[src/lb64_pkg.sv]
`timescale 1ns / 1ps
`default_nettype none
// ----------------------------------------------------------------------------
// lb64_pkg
// shared constants and types of the lenient base64 decoder
// ----------------------------------------------------------------------------
package lb64_pkg;

  localparam int unsigned CharW  = 8;
  localparam int unsigned SextW  = 6;
  localparam int unsigned AccW   = 12;
  localparam int unsigned PendW  = 3;
  localparam int unsigned TotalW = 4;

  // alphabet boundaries
  localparam logic [CharW-1:0] CharUpperA = 8'h41;
  localparam logic [CharW-1:0] CharUpperZ = 8'h5A;
  localparam logic [CharW-1:0] CharLowerA = 8'h61;
  localparam logic [CharW-1:0] CharLowerZ = 8'h7A;
  localparam logic [CharW-1:0] CharDigit0 = 8'h30;
  localparam logic [CharW-1:0] CharDigit9 = 8'h39;
  localparam logic [CharW-1:0] CharPlus   = 8'h2B;
  localparam logic [CharW-1:0] CharSlash  = 8'h2F;
  localparam logic [CharW-1:0] CharPad    = 8'h3D;

  localparam logic [SextW-1:0] SextLowerBase = 6'd26;
  localparam logic [SextW-1:0] SextDigitBase = 6'd52;
  localparam logic [SextW-1:0] SextPlus      = 6'd62;
  localparam logic [SextW-1:0] SextSlash     = 6'd63;

  localparam logic [TotalW-1:0] BitsPerSextet = 4'd6;
  localparam logic [TotalW-1:0] BitsPerByte   = 4'd8;

  // sextet lookup result
  typedef struct packed {
    logic             valid;
    logic [SextW-1:0] value;
  } lb64_sext_t;

  // result of one step of the decoder
  typedef struct packed {
    logic             has_result;
    logic [CharW-1:0] out_byte;
    logic             byte_valid;
    logic             message_done;
  } lb64_res_t;

endpackage
`default_nettype wire

[src/lb64_char_if.sv]
`timescale 1ns / 1ps
`default_nettype none
// ----------------------------------------------------------------------------
// lb64_char_if
// character channel: one text byte and the end-of-message mark per request
// ----------------------------------------------------------------------------
interface lb64_char_if;
  logic       valid;
  logic       ready;
  logic [7:0] in_char;
  logic       end_of_message;

  modport source (output valid, output in_char, output end_of_message, input ready);
  modport sink   (input valid, input in_char, input end_of_message, output ready);
endinterface
`default_nettype wire

[src/lb64_byte_if.sv]
`timescale 1ns / 1ps
`default_nettype none
// ----------------------------------------------------------------------------
// lb64_byte_if
// result channel: decoded byte with its valid and message-done marks
// ----------------------------------------------------------------------------
interface lb64_byte_if;
  logic       valid;
  logic       ready;
  logic [7:0] out_byte;
  logic       byte_valid;
  logic       message_done;

  modport source (output valid, output out_byte, output byte_valid,
                  output message_done, input ready);
  modport sink   (input valid, input out_byte, input byte_valid,
                  input message_done, output ready);
endinterface
`default_nettype wire

[src/lb64_sextet_dec.sv]
`timescale 1ns / 1ps
`default_nettype none
// ----------------------------------------------------------------------------
// lb64_sextet_dec
// maps a character byte to its base64 sextet value
// ----------------------------------------------------------------------------
module lb64_sextet_dec (
  input  logic [7:0]          char_i,
  output lb64_pkg::lb64_sext_t sext_o
);
  import lb64_pkg::*;

  logic [SextW-1:0] off_upper;
  logic [SextW-1:0] off_lower;
  logic [SextW-1:0] off_digit;

  assign off_upper = SextW'(char_i - CharUpperA);
  assign off_lower = SextW'(char_i - CharLowerA);
  assign off_digit = SextW'(char_i - CharDigit0);

  always_comb begin
    sext_o = '0;
    if (char_i >= CharUpperA && char_i <= CharUpperZ) begin
      sext_o.valid = 1'b1;
      sext_o.value = off_upper;
    end else if (char_i >= CharLowerA && char_i <= CharLowerZ) begin
      sext_o.valid = 1'b1;
      sext_o.value = off_lower + SextLowerBase;
    end else if (char_i >= CharDigit0 && char_i <= CharDigit9) begin
      sext_o.valid = 1'b1;
      sext_o.value = off_digit + SextDigitBase;
    end else if (char_i == CharPlus) begin
      sext_o.valid = 1'b1;
      sext_o.value = SextPlus;
    end else if (char_i == CharSlash) begin
      sext_o.valid = 1'b1;
      sext_o.value = SextSlash;
    end
  end

endmodule
`default_nettype wire

[src/lb64_core.sv]
`timescale 1ns / 1ps
`default_nettype none
// ----------------------------------------------------------------------------
// lb64_core
// bit accumulator, pad tracking and byte extraction for one character
// ----------------------------------------------------------------------------
module lb64_core (
  input  logic                clk_i,
  input  logic                rst_ni,
  input  logic                step_i,
  input  logic [7:0]          char_i,
  input  logic                eom_i,
  output lb64_pkg::lb64_res_t res_o
);
  import lb64_pkg::*;

  logic [AccW-1:0]   acc_q, acc_d;
  logic [PendW-1:0]  pend_q, pend_d;
  logic              stop_q, stop_d;

  lb64_sext_t        sext;
  logic              is_pad;
  logic              take;
  logic [AccW-1:0]   acc_new;
  logic [TotalW-1:0] total;
  logic              emit;
  logic [PendW-1:0]  shift;
  logic [CharW-1:0]  dec_byte;

  lb64_sextet_dec u_sext (
    .char_i (char_i),
    .sext_o (sext)
  );

  assign is_pad   = (char_i == CharPad);
  assign take     = !stop_q && !is_pad && sext.valid;
  assign acc_new  = {acc_q[AccW-SextW-1:0], sext.value};
  assign total    = TotalW'(pend_q) + BitsPerSextet;
  assign emit     = take && (total >= BitsPerByte);
  // total minus eight keeps the same low bits
  assign shift    = total[PendW-1:0];
  assign dec_byte = CharW'(acc_new >> shift);

  always_comb begin
    res_o.has_result   = emit || eom_i;
    res_o.out_byte     = emit ? dec_byte : '0;
    res_o.byte_valid   = emit;
    res_o.message_done = eom_i;
  end

  always_comb begin
    acc_d  = acc_q;
    pend_d = pend_q;
    stop_d = stop_q;
    if (step_i) begin
      if (eom_i) begin
        acc_d  = '0;
        pend_d = '0;
        stop_d = 1'b0;
      end else begin
        if (!stop_q && is_pad) stop_d = 1'b1;
        if (take) begin
          acc_d  = acc_new;
          pend_d = total[PendW-1:0];
        end
      end
    end
  end

  always_ff @(posedge clk_i or negedge rst_ni) begin
    if (!rst_ni) begin
      acc_q  <= '0;
      pend_q <= '0;
      stop_q <= 1'b0;
    end else begin
      acc_q  <= acc_d;
      pend_q <= pend_d;
      stop_q <= stop_d;
    end
  end

  a_pend_even : assert property (@(posedge clk_i) disable iff (!rst_ni)
    pend_q[0] == 1'b0)
    else $error("pending bit count is odd");

  a_eom_clears : assert property (@(posedge clk_i) disable iff (!rst_ni)
    step_i && eom_i |=> pend_q == '0 && !stop_q && acc_q == '0)
    else $error("state not cleared after end of message");

  a_no_byte_after_pad : assert property (@(posedge clk_i) disable iff (!rst_ni)
    stop_q |-> !res_o.byte_valid)
    else $error("byte decoded after pad");

endmodule
`default_nettype wire

[src/lenient_base64_decoder.sv]
`timescale 1ns / 1ps
`default_nettype none
// ----------------------------------------------------------------------------
// lenient_base64_decoder
// streaming base64 decoder that skips non-alphabet bytes and stops at pad
// ----------------------------------------------------------------------------
// The block takes one base64 character per request and decodes one
// per clock unless the result side stalls: every input request is
// captured in an input register, decoded by short logic (alphabet
// lookup, 12-bit accumulator shift, byte select) and any result lands
// in an output register, so with both sides flowing a new character
// is accepted every cycle. Characters outside the alphabet
// (whitespace included) are dropped silently, the first '=' stops decoding
// until the end-of-message character, and leftover bits at the end are
// discarded. Characters that yield no byte produce no result request, while
// the end-of-message character always produces exactly one request with
// message_done set, after which all decoder state is back at reset.
// Backpressure on the result side stalls only characters that have a
// result to deliver; the output register lets the next character enter
// while a finished result still waits.
// ----------------------------------------------------------------------------
module lenient_base64_decoder (
  input  logic        clk_i,
  input  logic        rst_ni,
  lb64_char_if.sink   in_i,
  lb64_byte_if.source out_o
);
  import lb64_pkg::*;

  // input register
  logic             s1_valid_q, s1_valid_d;
  logic [CharW-1:0] s1_char_q;
  logic             s1_eom_q;

  // output register
  logic             out_valid_q, out_valid_d;
  lb64_res_t        out_res_q;

  lb64_res_t        res;
  logic             out_free;
  logic             advance;
  logic             in_fire;

  lb64_core u_core (
    .clk_i  (clk_i),
    .rst_ni (rst_ni),
    .step_i (advance),
    .char_i (s1_char_q),
    .eom_i  (s1_eom_q),
    .res_o  (res)
  );

  // output slot can take a result this cycle
  assign out_free = !out_valid_q || out_o.ready;
  // a character with no result never waits on the output side
  assign advance  = s1_valid_q && (!res.has_result || out_free);
  assign in_i.ready = !s1_valid_q || advance;
  assign in_fire  = in_i.valid && in_i.ready;

  always_comb begin
    s1_valid_d = s1_valid_q;
    if (in_fire) begin
      s1_valid_d = 1'b1;
    end else if (advance) begin
      s1_valid_d = 1'b0;
    end
  end

  always_comb begin
    out_valid_d = out_valid_q;
    if (advance && res.has_result) begin
      out_valid_d = 1'b1;
    end else if (out_o.ready) begin
      out_valid_d = 1'b0;
    end
  end

  always_ff @(posedge clk_i or negedge rst_ni) begin
    if (!rst_ni) begin
      s1_valid_q  <= 1'b0;
      out_valid_q <= 1'b0;
    end else begin
      s1_valid_q  <= s1_valid_d;
      out_valid_q <= out_valid_d;
    end
  end

  // payload registers, no reset needed
  always_ff @(posedge clk_i) begin
    if (in_fire) begin
      s1_char_q <= in_i.in_char;
      s1_eom_q  <= in_i.end_of_message;
    end
    if (advance && res.has_result) begin
      out_res_q <= res;
    end
  end

  assign out_o.valid        = out_valid_q;
  assign out_o.out_byte     = out_res_q.out_byte;
  assign out_o.byte_valid   = out_res_q.byte_valid;
  assign out_o.message_done = out_res_q.message_done;

  // every delivered result carries a byte or closes a message
  a_result_meaningful : assert property (@(posedge clk_i) disable iff (!rst_ni)
    out_valid_q |-> (out_res_q.byte_valid || out_res_q.message_done))
    else $error("empty result request");

  // a stalled character stays in the input register
  a_stall_holds : assert property (@(posedge clk_i) disable iff (!rst_ni)
    s1_valid_q && !advance |=> s1_valid_q && $stable(s1_char_q) && $stable(s1_eom_q))
    else $error("stalled character lost");

  // a result is never written over one that was not taken
  a_no_overwrite : assert property (@(posedge clk_i) disable iff (!rst_ni)
    advance && res.has_result |-> out_free)
    else $error("pending result overwritten");

endmodule
`default_nettype wire

[src/flat_wrapper.sv]
// flat-port wrapper written by rule: the top's interface ports become plain ports
module lenient_base64_decoder_flat import lb64_pkg::*;
  (clk_i, rst_ni, in_i_valid, in_i_in_char, in_i_end_of_message, in_i_ready, out_o_valid, out_o_out_byte, out_o_byte_valid, out_o_message_done, out_o_ready);
  lb64_char_if in_i_i ();
  lb64_byte_if out_o_i ();
  input  logic clk_i;
  input  logic rst_ni;
  input wire logic [$bits(in_i_i.valid)-1:0] in_i_valid;
  input wire logic [$bits(in_i_i.in_char)-1:0] in_i_in_char;
  input wire logic [$bits(in_i_i.end_of_message)-1:0] in_i_end_of_message;
  output wire logic [$bits(in_i_i.ready)-1:0] in_i_ready;
  output wire logic [$bits(out_o_i.valid)-1:0] out_o_valid;
  output wire logic [$bits(out_o_i.out_byte)-1:0] out_o_out_byte;
  output wire logic [$bits(out_o_i.byte_valid)-1:0] out_o_byte_valid;
  output wire logic [$bits(out_o_i.message_done)-1:0] out_o_message_done;
  input wire logic [$bits(out_o_i.ready)-1:0] out_o_ready;
  assign in_i_i.valid = in_i_valid;
  assign in_i_i.in_char = in_i_in_char;
  assign in_i_i.end_of_message = in_i_end_of_message;
  assign in_i_ready = in_i_i.ready;
  assign out_o_valid = out_o_i.valid;
  assign out_o_out_byte = out_o_i.out_byte;
  assign out_o_byte_valid = out_o_i.byte_valid;
  assign out_o_message_done = out_o_i.message_done;
  assign out_o_i.ready = out_o_ready;
  lenient_base64_decoder u_core (.clk_i(clk_i), .rst_ni(rst_ni), .in_i(in_i_i), .out_o(out_o_i));
endmodule
[config.mk]
export PLATFORM = sky130hd
export DESIGN_NAME = lenient_base64_decoder_flat
export DESIGN_NICKNAME = d
export VERILOG_FILES = /design/src/lb64_pkg.sv /design/src/lb64_char_if.sv /design/src/lb64_byte_if.sv /design/src/lb64_sextet_dec.sv /design/src/lb64_core.sv /design/src/lenient_base64_decoder.sv /design/src/flat_wrapper.sv
export SDC_FILE = /design/constraint.sdc
export NUM_CORES = 1
export LEC_CHECK = 0
export BUFFER_PORTS_ARGS = -buffer_cell sky130_fd_sc_hd__buf_4
export CORE_ASPECT_RATIO = 0.75
export CORE_MARGIN = 2
export CORE_UTILIZATION = 46
export CTS_CLUSTER_SIZE = 28
export DETAILED_ROUTE_END_ITERATION = 6
export GPL_ROUTABILITY_DRIVEN = 0
export PLACE_DENSITY = 0.68
export SLEW_MARGIN = 40
export SYNTH_ARGS = -nofsm -noshare
export SYNTH_HDL_FRONTEND = slang
export SYNTH_SLANG_ARGS = --single-unit
[constraint.sdc]
create_clock -name clk_i -period 4.1 [get_ports clk_i]
set_clock_uncertainty 0.1 [all_clocks]
set_input_delay 0.41 -clock clk_i [delete_from_list [all_inputs] [get_ports clk_i]]
set_output_delay 0.41 -clock clk_i [all_outputs]
set_load 0.03 [all_outputs]
==> summary.md <==
| Metric | Value |
|---|---|
| Die Wd | 78.1 um |
| Fin crit period | 3570 ps |
| Crit path buf inv count | 3 |
| Routed vias | 1586 |
| Netlist cell types | between 40 and 50 |
| Critical Path AT | 3060 ps |
| Total chip power | 0.00103 W |
| Cells after DPL | 265 |
| Hold Path Sink | u_core.s1_eom_q$_DFFE_PP_ |
| RSZ-0062 raised after global routing | no |
| Dominant cell type by area after synthesis | edfxtp_1 |
| Clock transition at path regs | around 60 ps |
| Largest delay contributor family on the critical path | compound AO/OA/AOI/OAI gates |
| Final instance area | 0.00221 mm2 |
| Crit Reg-Reg Endpoint | u_core.s1_char_q[3]$_DFFE_PP_ |
| DRC Markers | 0 |
| Sequential fraction of the synthesis area | 0.446 |
| Initial antenna violation count | 0 |
| DP HPWL | 3220 um |
| Largest net degree at the start of global routing | 15 |
| Post-synth top area share | 0.301 |
| Setup violators final | 0 |
| Syn nets | 215 |
| Initial Util | 0.473 |
| Vias per cell | 5.79 |
| Warnings, synthesis | 0 |
| Critical Path End Type | output port |
| Grt total ovfl | 0 |
| FFs w/ async S/R, synth | 0.367 |
| Slowest stage delay, CP | around 530 ps |
| Clock Sinks | 30 |
| CTS H-Tree Depth | 2 |
| CTS tree | yes |
| IO Port Bufs | 24 |
| Post-DP Area | 0.00212 mm2 |
| Leak Pwr | approximately 0.88 nW |
| Non-filler cells, final | around 270 |
| CP Class | reg -> out |
| Syn Area/Cell | 9.87 um2 |
| GRT Total Usage | 0.197 |
| Peak fanout along the critical path | 10 |
| Post-Syn Area | 0.00190 mm2 |
| Final slew viol count | 0 |
| R2R depth | 9 |
| Wire length of the first global-routing pass | 7040 um |
| CTS Buffer Depth | 2 |
| Top FF cell, synth | edfxtp_1 |
| Die Y | 59.6 um |
| Ant diodes | 0 |
| Final WL | about 4200 um |
| Fin crit share | 0.871 |
| Reg-to-reg critical path startpoint | u_core.s1_char_q[2]$_DFFE_PP_ |
| Crit-path cells | inv_1 > ha_1 > nor2b_1 > nor2_1 > a221oi_1 > a2111o_1 > clkinv_2 > o21ai_2 > or2_1 > buf_4 |
| Max-Cap Viols | 0 |
| Worst hold-check path type | in -> reg |
| Max_slew headroom | 0.619 |
| DR iter-0 viols | 237 |
| Slowest stage cell, crit path | edfxtp_1 |
| FMAX | 0.280 GHz |
| Worst EP required | 3590 ps |
| Gate Count Post-Synth | 192 |
| FP Rows | 20 |
| Post-synthesis register bit count | 30 |
| Layout cells sized above 1 | 0.192 |
| Io pins | 25 |
| Number of global-route vias before repair | between 1k and 1.5k |
| Hold Startpoint | in_i_end_of_message |
| Status | completed |
| Final hold violation count | 0 |
| Least-Margin Pin Slew | about 560 ps |
| Largest cells by area after synthesis | edfxtp_1 (30%), dfrtp_1 (15%), ha_1 (6.6%), nand2_1 (3.8%), o21ai_0 (3.4%) |
| Number of synthesized flops with an enable pin | 19 |
| Skew-Pair Late Insertion Delay | 270 ps |
| Layout Area Growth over Synthesis | 16.7% |
| Core area | 0.00400 mm2 |
| Hold Crit Depth | 1 |
| Maximum VDD drop | ~0.00026 V |
| Drt pass-1 iters | 5 |
| Util after Layout | 0.553 |
| Die area | 0.00466 mm2 |
| DR WL/cell | 15.5 um |
| Cts bufs inserted | 5 |
| Power Density | 467 mW/mm2 |
| Nature of the critical path startpoint | flip-flop |
| FF-to-FF setup slack | around 790 ps |
| Fin nets | 241 |
| Root Buffer | clkbuf_8 |
| Detail Route Antenna Nets | 0 |
| Setup tns final | 0 ps |
-- what timing repair did --
item,CTS,global route
resized for setup,0,0
hold buffers,1,0
hold endpoints to repair,11,0
setup buffers,0,0
endpoints found under the setup margin,0,0
-- logic make-up (layout without fill, tap and decap cells) --
kind of cell	Yosys count	after routing	share of synthesized area
AND/OR/NAND/NOR	66	66	0.181
buffers and inverters	20	47	0.0442
multiplexers	8	8	0.0495
XOR/XNOR	4	4	0.0185
adder cells (fa/ha/maj)	10	10	0.0660
flip-flops	30	30	0.446
AO/OA/AOI/OAI	54	54	0.195
-- synthesized netlist by cell type (4+ instances only) --
| library cell | number |
|---|---|
| ha_1 | 10 |
| nor2_1 | 15 |
| inv_1 | 11 |
| o21ai_0 | 13 |
| o211ai_1 | 8 |
| a21oi_1 | 10 |
| clkbuf_1 | 6 |
| edfxtp_1 | 19 |
| nand3_1 | 4 |
| nand2_1 | 19 |
| nand3b_1 | 5 |
| mux2i_1 | 6 |
| dfrtp_1 | 11 |
| nor2b_1 | 8 |
-- through the flow --
stage          worst slack (ps)  hold WS [ps]
4_1_cts                     586           206
3_5_place_dp                720           154
5_1_grt                     337           199
2_1_floorplan              1100          14.4
3_3_place_gp                924           150
6_report                    531           209
-- worst max-delay path by stage --
stage / startpoint / endpoint / slack [ps] / depth (start not counted)
6_report: u_core.s1_char_q[2]$_DFFE_PP_ / in_i_ready / 530 / 10
4_1_cts: u_core.s1_char_q[2]$_DFFE_PP_ / in_i_ready / 590 / 10
3_3_place_gp: u_core.s1_char_q[0]$_DFFE_PP_ / u_core.out_o.out_byte[6]$_SDFFCE_PN0P_ / 920 / 9
5_1_grt: u_core.s1_char_q[2]$_DFFE_PP_ / in_i_ready / 340 / 10
3_5_place_dp: u_core.s1_char_q[0]$_DFFE_PP_ / u_core.out_o.out_byte[4]$_SDFFCE_PN0P_ / 720 / 9
2_1_floorplan: u_core.s1_char_q[2]$_DFFE_PP_ / u_core.out_o.byte_valid$_DFFE_PP_ / 1100 / 10
-- power by group --
group | total (W) | internal, W | switching (W) | leakage, nW
logic | 0.000364 | 0.000148 | 0.000216 | 0.507
registers | 0.000449 | 0.000381 | 0.0000684 | 0.327
clock network | 0.000220 | 0.000116 | 0.000103 | 0.0426
-- cells in the final DEF (no fill, tap or decap), drive strengths merged, types with 2 or more instances in the layout --
cell type	Yosys	layout
dfrtp	11	11
or2	2	2
o21ai	14	14
a31oi	3	3
o221ai	3	3
a22oi	3	3
nand3	4	4
nor2	17	17
nor2b	8	8
mux2i	6	6
o211ai	8	8
xnor2	2	2
clkinv	2	4
nand2b	3	3
edfxtp	19	19
and3	2	2
clkbuf	6	6
nand3b	5	5
inv	11	11
nand2	19	19
a21oi	10	10
xor2	2	2
ha	10	10
nor4	2	2
buf	1	25
o21bai	2	2
-- per-layer routing --
layer	GRT usage	routed length, um
met5	0	0
met4	0.0551	38
met3	0.0549	429
met2	0.287	1840
met1	0.288	1930
-- sequential cells by signal (all words and copies together), names as in the netlist --
signal and count:
u_core.s1_eom_q 1, u_core.s1_char_q 8, u_core.out_o.message_done 1, u_core.out_o.valid 1, u_core.u_core.pend_q 2, u_core.u_core.stop_q 1, u_core.s1_valid_q 1, u_core.out_o.out_byte 8
u_core.out_o.byte_valid 1, u_core.u_core.acc_q 6
-- cell type report --
type | instances | area (um2)
clock inverter | 2 | 8.76
inverter | 13 | 50.0
timing repair buffer | 26 | 198
clock buffer | 6 | 72.6
tap | 55 | 68.8
fill | 361 | 1790
multi-input combinational | 142 | 968
sequential | 30 | 846
Power figures use the tool's default switching activity.
